**src/rtl/complementary_attitude_filter_macros.svh**
```systemverilog
// ----------------------------------------------------------------------------
// complementary attitude filter assertion macros
// shared property shapes for the filter's concurrent checks
// ----------------------------------------------------------------------------
`ifndef COMPLEMENTARY_ATTITUDE_FILTER_MACROS_SVH
`define COMPLEMENTARY_ATTITUDE_FILTER_MACROS_SVH

// same-cycle implication
`define CAF_ASSERT_IMP(lbl, clk, rst_n, ante, cons, msg) \
    lbl: assert property (@(posedge clk) disable iff (!rst_n) (ante) |-> (cons)) \
        else $error(msg);

// next-cycle implication
`define CAF_ASSERT_NXT(lbl, clk, rst_n, ante, cons, msg) \
    lbl: assert property (@(posedge clk) disable iff (!rst_n) (ante) |=> (cons)) \
        else $error(msg);

`endif

```
**src/rtl/caf_pkg.sv**
```systemverilog
// ----------------------------------------------------------------------------
// caf_pkg
// shared constants, types and the arctangent step table of the attitude filter
// ----------------------------------------------------------------------------
package caf_pkg;

    localparam int CAF_DW        = 64;
    localparam int CAF_CW        = 44;
    localparam int CAF_ZW        = 36;
    localparam int CAF_OW        = 25;
    localparam int CAF_TW        = 14;
    localparam int CAF_SW        = 16;
    localparam int CAF_ACC_SH    = 24;
    localparam int CAF_FRAC_DEF  = 16;
    localparam int CAF_STEPS_DEF = 20;

    localparam logic [CAF_TW-1:0]        CAF_TC_RESET = 14'd100;
    localparam logic [CAF_DW-1:0]        CAF_DEG_Q24  = 64'd961263677;
    localparam logic [CAF_DW-1:0]        CAF_GYRO_DIV = 64'd16000;
    localparam logic [CAF_DW-1:0]        CAF_GYRO_RND = 64'd8000;
    localparam logic signed [CAF_ZW-1:0] CAF_QUAD     = 36'sd1686629713;

    typedef enum logic {
        MDU_MUL,
        MDU_DIV
    } t_mdu_op;

    typedef struct packed {
        logic    start;
        t_mdu_op op;
    } t_mdu_req;

    // atan(2^-i) in q30 radians
    function automatic logic signed [CAF_ZW-1:0] caf_atan_step(input logic [4:0] idx);
        logic signed [CAF_ZW-1:0] v;
        unique case (idx)
            5'd0:    v = 36'sd843314856;
            5'd1:    v = 36'sd497837829;
            5'd2:    v = 36'sd263043836;
            5'd3:    v = 36'sd133525158;
            5'd4:    v = 36'sd67021686;
            5'd5:    v = 36'sd33543515;
            5'd6:    v = 36'sd16775850;
            5'd7:    v = 36'sd8388437;
            5'd8:    v = 36'sd4194282;
            5'd9:    v = 36'sd2097149;
            5'd31:   v = '0;
            default: v = signed'(CAF_ZW'(64'd1 << (30 - int'(idx))));
        endcase
        return v;
    endfunction

endpackage

```
**src/rtl/caf_mdu.sv**
```systemverilog
// ----------------------------------------------------------------------------
// caf_mdu
// bit-serial unsigned multiply and restoring divide, one bit per cycle
// ----------------------------------------------------------------------------
module caf_mdu (
    input  logic                        i_clk,
    input  logic                        i_rst_n,
    input  caf_pkg::t_mdu_req           i_req,
    input  logic [caf_pkg::CAF_DW-1:0]  i_a,
    input  logic [caf_pkg::CAF_DW-1:0]  i_b,
    output logic                        o_done,
    output logic [caf_pkg::CAF_DW-1:0]  o_res,
    output logic [caf_pkg::CAF_DW-1:0]  o_rem
);
    import caf_pkg::*;

    localparam int W   = CAF_DW;
    localparam int CNW = $clog2(CAF_DW);

    logic           r_busy;
    logic           r_done;
    t_mdu_op        r_op;
    logic [W-1:0]   r_acc;
    logic [W-1:0]   r_a;
    logic [W-1:0]   r_b;
    logic [CNW-1:0] r_cnt;

    logic [W:0]     w_trial;
    logic [W:0]     w_diff;
    logic           w_ge;

    assign w_trial = {r_acc, r_a[W-1]};
    assign w_diff  = w_trial - {1'b0, r_b};
    assign w_ge    = (w_trial >= {1'b0, r_b});

    always_ff @(posedge i_clk) begin
        if (!i_rst_n) begin
            r_busy <= 1'b0;
            r_done <= 1'b0;
        end else begin
            r_done <= 1'b0;
            if (i_req.start) begin
                r_busy <= 1'b1;
                r_op   <= i_req.op;
                r_a    <= i_a;
                r_b    <= i_b;
                r_acc  <= '0;
                r_cnt  <= CNW'(W - 1);
            end else if (r_busy) begin
                unique case (r_op)
                    MDU_MUL: begin
                        if (r_b == '0) begin
                            r_busy <= 1'b0;
                            r_done <= 1'b1;
                        end else begin
                            if (r_b[0]) begin
                                r_acc <= r_acc + r_a;
                            end
                            r_a <= {r_a[W-2:0], 1'b0};
                            r_b <= {1'b0, r_b[W-1:1]};
                        end
                    end
                    MDU_DIV: begin
                        r_acc <= w_ge ? w_diff[W-1:0] : w_trial[W-1:0];
                        r_a   <= {r_a[W-2:0], w_ge};
                        r_cnt <= r_cnt - 1'b1;
                        if (r_cnt == '0) begin
                            r_busy <= 1'b0;
                            r_done <= 1'b1;
                        end
                    end
                endcase
            end
        end
    end

    assign o_done = r_done;
    assign o_res  = (r_op == MDU_MUL) ? r_acc : r_a;
    assign o_rem  = r_acc;

endmodule

```
**config.mk**
```make
export PLATFORM = sky130hd
export DESIGN_NAME = caf_mdu
export DESIGN_NICKNAME = d
export VERILOG_FILES = /design/src/rtl/complementary_attitude_filter_macros.svh /design/src/rtl/caf_pkg.sv /design/src/rtl/caf_mdu.sv
export SDC_FILE = /design/constraint.sdc
export NUM_CORES = 1
export LEC_CHECK = 0
export BUFFER_PORTS_ARGS = -buffer_cell sky130_fd_sc_hd__buf_2
export CORE_UTILIZATION = 64
export DETAILED_ROUTE_END_ITERATION = 6
export PLACE_DENSITY = 0.89
export SETUP_SLACK_MARGIN = 0.3
export SLEW_MARGIN = 20
export SYNTH_ARGS = -nofsm -noshare
export SYNTH_HDL_FRONTEND = slang
export SYNTH_SLANG_ARGS = --single-unit
```
**constraint.sdc**
```tcl
create_clock -name i_clk -period 14.9 [get_ports i_clk]
set_input_delay 1.49 -clock i_clk [delete_from_list [all_inputs] [get_ports i_clk]]
set_output_delay 1.49 -clock i_clk [all_outputs]
set_load 0.02 [all_outputs]
```
Word level (Yosys, flattened, before mapping)
Index checks and enable logic that the tools add are counted.

Input bits: 132. Memory bits (read-only): 0. Memory bits (writable): 0. Latch bits: 0. Memories: 0. Logic and storage cells: 52. Register bits: 201. Output and inout bits: 129.

Divide/modulo/power cells: 0. $lt $le $gt $ge: 1. Reduce and logical (&&, ||, !) cells: 10. $mul: 0. Equality and inequality tests: 4. Shift-type cells: 0. Add/subtract/negate cells: 3. Multiplexer cells: 24. Bitwise logic cells: 3.

Operators with widths (count): two-way mux 64 bit (12); one-hot mux 64 bit (2 select lines) (2); greater-or-equal comparator 65 x 64 -> 1 bit (1); adder 64 bit (1); zero test 64 bit (1); subtractor 64 bit (1); two-way mux 6 bit (2); AND reduction 4 bit (2); zero test 6 bit (1); two-way mux 1 bit (6); inequality test 3 bit, second input constant (2); AND reduction 3 bit (2); subtractor 6 x 1 -> 6 bit, second input constant (1); inequality test 2 bit, second input constant (2); one-hot mux 1 bit (2 select lines) (2); nonzero test 2 bit (2); NOT 1 bit (3); OR reduction 3 bit (1); AND reduction 2 bit (1).

Logic depth before layout (Yosys ltp)
Gate-level depths: netlist (run 1).

Depth in word-level cells: 5. Mapped depth: 17. Depth with buffers taken out: 14.

Worst setup path after synthesis (run 1)
Ideal clock, no wire load.

Path type: input port to flip-flop. Start: input i_req[1] (netlist bit). End: register r_acc[0], in the netlist o_rem[0] (enable). Stages: 5. Setup time: 427 ps. Required time: 14473 ps. Data arrival time: 7014 ps. Path slack: 7459 ps. Path buffers: 2. Cells stage by stage: clkbuf_1 > clkbuf_1 > o21ai_0 > a21oi_1 > o21a_1.

Cells in the longest elaborated chain, start to end: 2. Elaborated cells on any way between the ends: 4. Those cells by class: eq/ne (2); reduce/logical (2).

RTL lines: from (decl) (line caf_mdu.sv:8) `input caf_pkg::t_mdu_req i_req,`; inequality test 3 bit (no source line) / nonzero test 2 bit (equally long branches); AND reduction 4 bit (no source line) (*); to (signal assigned) (line caf_mdu.sv:57) `r_acc <= r_acc + r_a;`; to (signal assigned) (line caf_mdu.sv:64) `r_acc <= w_ge ? w_diff[W-1:0] : w_trial[W-1:0];`; to (decl) (line caf_mdu.sv:23) `logic [W-1:0] r_acc;`.

Every way passes the cells marked *; elsewhere a longest branch is shown, timed or not. A chain may end at the register's enable or synchronous reset.

Worst setup path in the final report (run 1)
Same ends and word-level chain as after synthesis.

==> results of run 1 <==
==> cells by family after synthesis <==
kind of cell,share of synthesized area
AOI/OAI and AO/OA,0.226
xor gates and xnor gates,0.0558
adders and majority gates,0.0933
buffers and inverters,0.0475
DFF,0.339
muxes,0.0961
and+or+nand+nor,0.141
==> power groups by stage <==
stage,Sequential [mW],Clock (mW),Combinational (mW)
CTS,0.740,0.610,0.901
finish,0.743,0.612,0.922
global route,0.747,0.627,0.991
floorplan,0.755,0,0.647
detailed placement,0.751,0,0.891
global placement,0.749,0,0.879
==> stage by stage <==
step,cells,util
floorplan,1952,-
global placement,2458,0.707
detailed placement,2458,0.707
CTS,2501,0.736
global route,2501,0.736
finish,2501,0.736
==> area by class of cell <==
| class | instances | area (µm²) | area share |
|---|---|---|---|
| multi-input cells | 1545 | 10900 | 0.548 |
| repair buffers | 273 | 1410 | 0.0706 |
| clock inverters | 9 | 95.1 | 0.00478 |
| flip-flops and latches | 201 | 6020 | 0.302 |
| clock buffers | 34 | 689 | 0.0347 |
| well taps | 341 | 427 | 0.0214 |
| inverters | 98 | 368 | 0.0185 |
==> layout by cell type, fill, tap and decap left out, drive strengths merged, types with 8 or more instances in the layout <==
master and instances:
a211oi 19, a21o 87, a21oi 164, a311oi 12, a31oi 13, and2 12
buf 273, clkbuf 34, edfxtp 199, ha 129, inv 98, mux2 129
mux2i 25, nand2 225, nand2b 26, nand3 30, nand4 41, nor2 102
nor2b 10, nor3 27, nor4 20, o211ai 17, o21a 13, o21ai 157
o21bai 27, o22ai 25, o31ai 11, or3 8, xnor2 67, xor2 46
==> state kept, by name, summed over array words and instances (netlist names) <==
| name | cells |
|---|---|
| o_rem | 64 |
| r_a | 64 |
| r_b | 64 |
| r_cnt | 6 |
| o_done | 1 |
| r_busy | 1 |
| r_op | 1 |
==> final timing paths <==
| check | start | endpoint | slack, ps | depth (start not counted) |
|---|---|---|---|---|
| min | r_busy | o_done | 550 | 2 |
| max reg2reg | o_rem[11] | o_rem[62] | 10230 | 12 |
| max | i_req[1] | o_rem[0] | 10030 | 5 |
| min reg2reg | r_busy | o_done | 550 | 2 |
==> worst max-delay path: cells and delay by family <==
family,cells,cell delay (ps)
compound gates,1,790
buf+inv,3,1760
simple gates,1,760
==> per-layer routing <==
layer | global-route usage | share of wire
met1 | 0.513 | 0.41
met3 | 0.0670 | 0.088
met4 | 0.156 | 0.040
met5 | 0 | 0
met2 | 0.632 | 0.46
==> results.toml, run 1 <==
[setup_path]
critPathKind = "primary input to flop"
critical_path.max_fanout = 86
start_kind = "primary input"
path_common_cell = "buf_4"
crit_path_cell_trace = "buf_6 > buf_4 > or2_2 > o21a_2 > buf_4"
worst_path_max_delay_cell = "o21a_2"
worstPathArrival_ps = 5040
worstPathRequired_ps = 15070
critPathMaxStageDelay_ps = 790
critPathCaptureType = "flop"

[synth]
async_reset_ff_frac = 0
synthCells = 1952
synth_ff_type = "edfxtp_1"
syn_avg_cell_area_um2 = 9.08
synth_seq_cells = 201
ys_top_cells_by_count = "223 x nand2_1, 199 x edfxtp_1, 162 x a21oi_1"
synth_edf_count = 199
seq_area_frac_synth = 0.339
syn-num-nets = 2215
synth_cell_types = 88
synth_top_area_share = 0.337
yosys_warnings = 0
synth.top_cells.by_area = "edfxtp_1 34%, ha_1 9.1%, mux2_2 8.1%"
synth_top_cell_by_area = "edfxtp_1"
netlist_area_mm2 = 0.0177
yosysMostFrequentCell = "nand2_1"

[pwr]
switching_share = 0.386
max-vdd-ir-drop_mv = 0.0943
power_switching_mw = 0.878
power-per-cell-area_mw_per_mm2 = 114
p_int_mw = 1.40
total_power_mw = 2.28
power_leakage_nw = 8.59
power_frac_seq = 0.326
comb_power_share = 0.405
p_clk_frac = 0.269

[die]
fp.dieArea_mm2 = 0.0284
dieHeight_um = 168
num_io_pins = 261
die_width_um = 168
rows = 60
core_area_mm2 = 0.0270
initial_utilization = 0.656

[grt]
grt_pass1_wl_um = 87000
antenna_found_initial = 0
track_usage = 0.388
globalRouteOverflowTotal = 0
grt_pass1_vias = 16100
grt_max_degree = 87

[sta]
tightest_slew_ps = 1140
max_freq_mhz = 205
tns_ps = 0
rsz0062_at_grt = "false"
finalSetupViolCount = 0
period_minus_slack_ps = 4870
clock_skew_ps = 20.4
holdWs_ps = 553
maxSlewViolCount = 0
timing.final.crit_share = 0.327
slew_headroom = 0.222
hold_viol_final = 0
fin_ws_ps = 10030

[clocking]
htreeDepth = 1
post-cts-setup-buffers = 0
cts_inserted_buffers = 25
hold_buffers = 0
cts.sinks = 201
clockRootBuffer = "clkbuf_16"
cts_resized = 0
clkLatencyLatePin_ps = 540
clk_pin_slew_ps = 60
tritoncts = "yes"
cts_buffer_depth = 3

[flow_run]
maxCapViolCount = 0

[layout]
fin_area_mm2 = 0.0199
nNetsFinal = 2407
final_layout_size_suffix_gt1_frac = 0.220
antenna-diode-count = 0
area_delta_synth_final_pct = 12.3
fill_cells = 2015

[placed_design]
dpl_worst_slack_ps = 9610
detailed_place.area_mm2 = 0.0191
place_hpwl_um = 42000
portBuffers = 260
place_congestion = 0.981

[detailed_routing]
drc = 0
wl_per_cell_um = 22.7
routed-via-count = 16700
vias_per_cell = 6.67
drtIter0Drc = 1880
routed_wl_um = 56800
first_pass_iters = 5
drtAntennaViolNets = 0

[hold_path]
hold_path.class = "flop to flop"

[outcome]
status = "complete, no violations"
No activity file was read; power rests on OpenSTA's default activity.
==> run 2, diff against run 1 <==
--- a/config.mk
+++ b/config.mk
@@ -6,9 +6,9 @@
 export NUM_CORES = 1
 export LEC_CHECK = 0
 export BUFFER_PORTS_ARGS = -buffer_cell sky130_fd_sc_hd__buf_2
-export CORE_UTILIZATION = 64
+export CORE_UTILIZATION = 54
 export DETAILED_ROUTE_END_ITERATION = 6
-export PLACE_DENSITY = 0.89
+export PLACE_DENSITY = 0.8
 export SETUP_SLACK_MARGIN = 0.3
 export SLEW_MARGIN = 20
 export SYNTH_ARGS = -nofsm -noshare
==> constraint.sdc (replaced) <==
create_clock -name i_clk -period 4.3 [get_ports i_clk]
set_input_delay 0.43 -clock i_clk [delete_from_list [all_inputs] [get_ports i_clk]]
set_output_delay 0.43 -clock i_clk [all_outputs]
set_load 0.02 [all_outputs]
==> run 2 against run 1 <==
- core utilization shrank 8.1 points
- clock power grew to 3.9 times the previous value
- sequential cell count is the same
- power increased to 3.7 times the previous value
- sequential power rose to 3.4 times the previous value
- final area rose by 5.0%
- wire length grew 3.7%
- global-route usage down 5.0 points
- via count increased by 0.69%
- sequential share of layout area shrank 1.4 points
- count of clock-buffer cells in the layout decreased by 4
- critical path type is now flop to flop
- critical endpoint is now o_rem[57]
- largest cell class unchanged
==> results.toml, run 2 (synthesized netlist as in run 1, its figures left out) <==
[setup_path]
critical_path.max_fanout = 4
worstPathRequired_ps = 4680
reg2reg_slack_ps = 370
critPathKind = "flop to flop"
worstPathArrival_ps = 4300
critPathCaptureType = "flop"
start_kind = "flop"

[placed_design]
place_hpwl_um = 43900
place_congestion = 0.965
portBuffers = 260
dpl_worst_slack_ps = 63.8
detailed_place.area_mm2 = 0.0198

[sta]
period_minus_slack_ps = 3930
fin_ws_ps = 371
tightest_slew_ps = 1030
hold_viol_final = 0
tns_ps = 0
timing.final.crit_share = 0.914
maxSlewViolCount = 0
clock_skew_ps = 22.1
slew_headroom = 0.312
rsz0062_at_grt = "true"
max_freq_mhz = 254
finalSetupViolCount = 0
holdWs_ps = 59.0

[die]
core_area_mm2 = 0.0319
initial_utilization = 0.556
num_io_pins = 261
fp.dieArea_mm2 = 0.0335
dieHeight_um = 183
die_width_um = 183
rows = 65

[grt]
track_usage = 0.338
antenna_found_initial = 1
grt_max_degree = 74
grt_pass1_vias = 16200
globalRouteOverflowTotal = 0
grt_pass1_wl_um = 89000

[detailed_routing]
routed-via-count = 16800
vias_per_cell = 6.29
drtIter0Drc = 1803
first_pass_iters = 5
wl_per_cell_um = 22.1
drtAntennaViolNets = 0
drc = 0
routed_wl_um = 58900

[pwr]
max-vdd-ir-drop_mv = 0.321
power-per-cell-area_mw_per_mm2 = 399
power_leakage_nw = 9.03

[layout]
fin_area_mm2 = 0.0209
final_layout_size_suffix_gt1_frac = 0.258
antenna-diode-count = 0
fill_cells = 2647
nNetsFinal = 2481
final_cell_mix = "259 x buf_2, 223 x nand2_1, 199 x edfxtp_1, 159 x a21oi_1, 145 x o21ai_0"
area_delta_synth_final_pct = 17.9
final_common_cell = "buf_2"

[hold_path]
hold_path.class = "primary input to flop"

[clocking]
clockRootBuffer = "clkbuf_16"
clkLatencyLatePin_ps = 550
cts.sinks = 201
clk_pin_slew_ps = 60
cts_inserted_buffers = 25
tritoncts = "yes"
cts_buffer_depth = 3
htreeDepth = 1
hold_buffers = 0

[flow_run]
maxCapViolCount = 0

[outcome]
status = "complete, no violations"
==> run 2: metal layers <==
metal / up-vias / wire (µm) / GRT usage
li1: 7830 / - / -
met1: 8013 / 24700 / 0.455
met2: 824 / 27500 / 0.560
met3: 133 / 4690 / 0.0463
met4: 2 / 2010 / 0.111
met5: - / 13 / 0
==> run 2: final timing paths <==
kind | from | depth (start not counted) | endpoint
max reg2reg | o_rem[5] | 13 | o_rem[57]
min | i_req[0] | 1 | r_op
max | o_rem[5] | 13 | o_rem[57]
min reg2reg | r_busy | 2 | o_done
==> run 2: metrics by stage <==
stage	total power, mW	instances	utilization
global placement	5.78	2621	0.620
global route	8.65	2670	0.655
floorplan	4.85	1952	-
finish	8.32	2670	0.655
CTS	8.18	2668	0.649
detailed placement	5.82	2621	0.620
==> run 2: worst max-delay path, cell delays in order, from the launching register on <==
cell,delay [ps]
edfxtp_1,400
buf_4,170
ha_1,350
a21oi_1,270
o21ai_2,100
a31oi_2,430
o221ai_4,240
a21oi_2,180
a31o_1,190
a21oi_1,100
o21ai_0,490
a21boi_0,210
o311a_1,390
a211oi_1,210
==> run 2: area by class of cell <==
type	instances	area (µm²)	area share
Clock inverter	14	225	0.0108
Inverter	98	368	0.0176
Timing Repair Buffer	346	2010	0.0963
Sequential cell	201	6020	0.288
Tap cell	435	544	0.0261
Multi-Input combinational cell	1546	11100	0.529
Clock buffer	30	664	0.0318
==> run 2: timing repair <==
action                                  in CTS  in global routing
gates resized for setup                      3                 32
buffers inserted                             3                  0
endpoints found under the setup margin      34                 23
pin swaps                                    1                  2
cloned                                       0                  2
==> run 2: power breakdown <==
part / internal, mW / leakage [nW] / switching (mW)
Clock: 1.45 / 0.437 / 0.904
Sequential: 2.38 / 1.92 / 0.155
Combinational: 1.36 / 6.67 / 2.07
Total: 5.20 / 9.03 / 3.13
==> run 3, diff against run 2 <==
--- a/config.mk
+++ b/config.mk
@@ -5,10 +5,11 @@
 export SDC_FILE = /design/constraint.sdc
 export NUM_CORES = 1
 export LEC_CHECK = 0
+export ABC_CLOCK_PERIOD_IN_PS = 4500
 export BUFFER_PORTS_ARGS = -buffer_cell sky130_fd_sc_hd__buf_2
-export CORE_UTILIZATION = 54
+export CORE_UTILIZATION = 50
 export DETAILED_ROUTE_END_ITERATION = 6
-export PLACE_DENSITY = 0.8
+export PLACE_DENSITY = 0.72
 export SETUP_SLACK_MARGIN = 0.3
 export SLEW_MARGIN = 20
 export SYNTH_ARGS = -nofsm -noshare
==> constraint.sdc (replaced) <==
create_clock -name i_clk -period 4.5 [get_ports i_clk]
set_input_delay 0.45 -clock i_clk [delete_from_list [all_inputs] [get_ports i_clk]]
set_output_delay 0.45 -clock i_clk [all_outputs]
set_load 0.02 [all_outputs]
==> run 3 against run 2 <==
- largest cell class unchanged
- via count down 1.3%
- non-clock buffer count shrank 23
- clock power decreased by 4%
- sequential power is 4% lower
- wire length shrank 1.7%
==> results.toml, run 3 (synthesized netlist as in run 1, its figures left out) <==
[outcome]
status = "complete, no violations"

[setup_path]
path_common_cell = "buf_4"
cp_num_cells = 14
crit_buf_inv = 2
path_delay_family = "compound AO/OA/AOI/OAI gates"
crit_start = "o_rem[24]"
worst_path_max_delay_cell = "a2111oi_2"
critPathCaptureType = "flop"
critPathMaxStageDelay_ps = 530
worstSetupEndpoint = "o_rem[59]"
critical_path.max_fanout = 6
start_kind = "flop"
rr_worst_depth = 14
critPathKind = "flop to flop"
crit_path_cell_trace = "ha_2 > nand2_1 > o21ai_1 > o21a_1 > o31a_1 > nand4_1 > a2111oi_2 > buf_4 > o2111ai_1 > a211oi_1 > buf_4 > mux2i_1 > o211ai_1 > a31o_1"
worstPathRequired_ps = 4800
r2r-end = "o_rem[59]"
reg2reg_slack_ps = 310
r2r_start = "o_rem[24]"
worstPathArrival_ps = 4500

[layout]
area_delta_synth_final_pct = 16.3
fin_cells = 2669
nNetsFinal = 2458
final_layout_size_suffix_gt1_frac = 0.241
final_common_cell = "buf_2"
final_cell_mix = "259 x buf_2, 223 x nand2_1, 199 x edfxtp_1, 161 x a21oi_1, 148 x o21ai_0"
antenna-diode-count = 0
final_core_util = 0.594
fill_cells = 3162

[sta]
holdWs_ps = 86.4
tightest_slew_ps = 965
hold_viol_final = 0
timing.final.crit_share = 0.932
fin_ws_ps = 306
finalSetupViolCount = 0
period_minus_slack_ps = 4190
maxSlewViolCount = 0
tns_ps = 0
max_freq_mhz = 238
clock_skew_ps = 20.3
rsz0062_at_grt = "true"
slew_headroom = 0.357

[detailed_routing]
wl_per_cell_um = 21.7
drtAntennaViolNets = 0
routed_wl_um = 57900
first_pass_iters = 7
routed-via-count = 16600
drtIter0Drc = 1322
vias_per_cell = 6.21
drc = 0

[grt]
globalRouteOverflowTotal = 0
grt_max_degree = 148
antenna_found_initial = 0
grt_pass1_vias = 15700
track_usage = 0.313
grt_pass1_wl_um = 88700

[clocking]
cts_inserted_buffers = 26
cts.sinks = 201
clk_pin_slew_ps = 60
htreeDepth = 1
clockRootBuffer = "clkbuf_16"
cts_buffer_depth = 3
tritoncts = "yes"
clkLatencyLatePin_ps = 560
hold_buffers = 0

[die]
fp.dieArea_mm2 = 0.0362
die_width_um = 190
rows = 68
core_area_mm2 = 0.0347
dieHeight_um = 190
initial_utilization = 0.510
num_io_pins = 261

[hold_path]
hold_path.class = "primary input to flop"

[pwr]
max-vdd-ir-drop_mv = 0.334
power-per-cell-area_mw_per_mm2 = 380
power_leakage_nw = 8.92

[placed_design]
dpl_worst_slack_ps = 314
portBuffers = 260
place_hpwl_um = 43900
dp_cells = 2618
place_congestion = 0.957

[flow_run]
maxCapViolCount = 0
==> run 3: worst register-to-register path: cells and delay by family, from the launching register on <==
kind	cells	cell delay (ps)
compound gates	8	2070
fa+ha+maj	1	460
buf+inv	2	380
flops	1	490
mux	1	170
simple gates	2	390
==> run 3: where the power goes <==
| part | switching, mW | internal, mW | leakage, nW |
|---|---|---|---|
| logic | 1.90 | 1.24 | 6.55 |
| registers | 0.154 | 2.28 | 1.92 |
| clock network | 0.867 | 1.39 | 0.439 |
| total | 2.92 | 4.91 | 8.92 |
==> run 3: stage by stage <==
step / total power, mW / instance area, µm²
2_1_floorplan: 4.64 / 17700
3_3_place_gp: 5.51 / 19600
3_5_place_dp: 5.52 / 19600
4_1_cts: 7.80 / 20500
5_1_grt: 8.20 / 20600
6_report: 7.83 / 20600
==> run 3: metal layers <==
layer | GRT usage | share of wire
met1 | 0.437 | 0.44
met2 | 0.506 | 0.46
met3 | 0.0357 | 0.073
met4 | 0.101 | 0.031
met5 | 0 | 0
==> run 3: how the worst min path moves through the flow <==
| stage | end | slack [ps] | from | cells after the start |
|---|---|---|---|---|
| after global routing | r_op | 80 | i_req[0] | 1 |
| after CTS | r_op | 70 | i_req[0] | 1 |
| after detailed placement | o_done | 500 | r_busy | 2 |
| final | r_op | 90 | i_req[0] | 1 |
| after floorplan | o_done | 470 | r_busy | 2 |
| after global placement | o_done | 490 | r_busy | 2 |
==> run 3: layout make-up <==
type | count | area (µm²) | area share
inverter | 98 | 368 | 0.0178
sequential | 201 | 6020 | 0.292
multi-input combinational | 1545 | 10900 | 0.529
tap | 455 | 569 | 0.0276
clock buffer | 32 | 704 | 0.0342
clock inverter | 15 | 196 | 0.00953
timing repair buffer | 323 | 1860 | 0.0900
==> run 3: timing repair <==
action / 4_1_cts / 5_1_grt
gates resized for setup: 0 / 4
setup endpoints to repair: 0 / 31
buffers inserted: 0 / 4
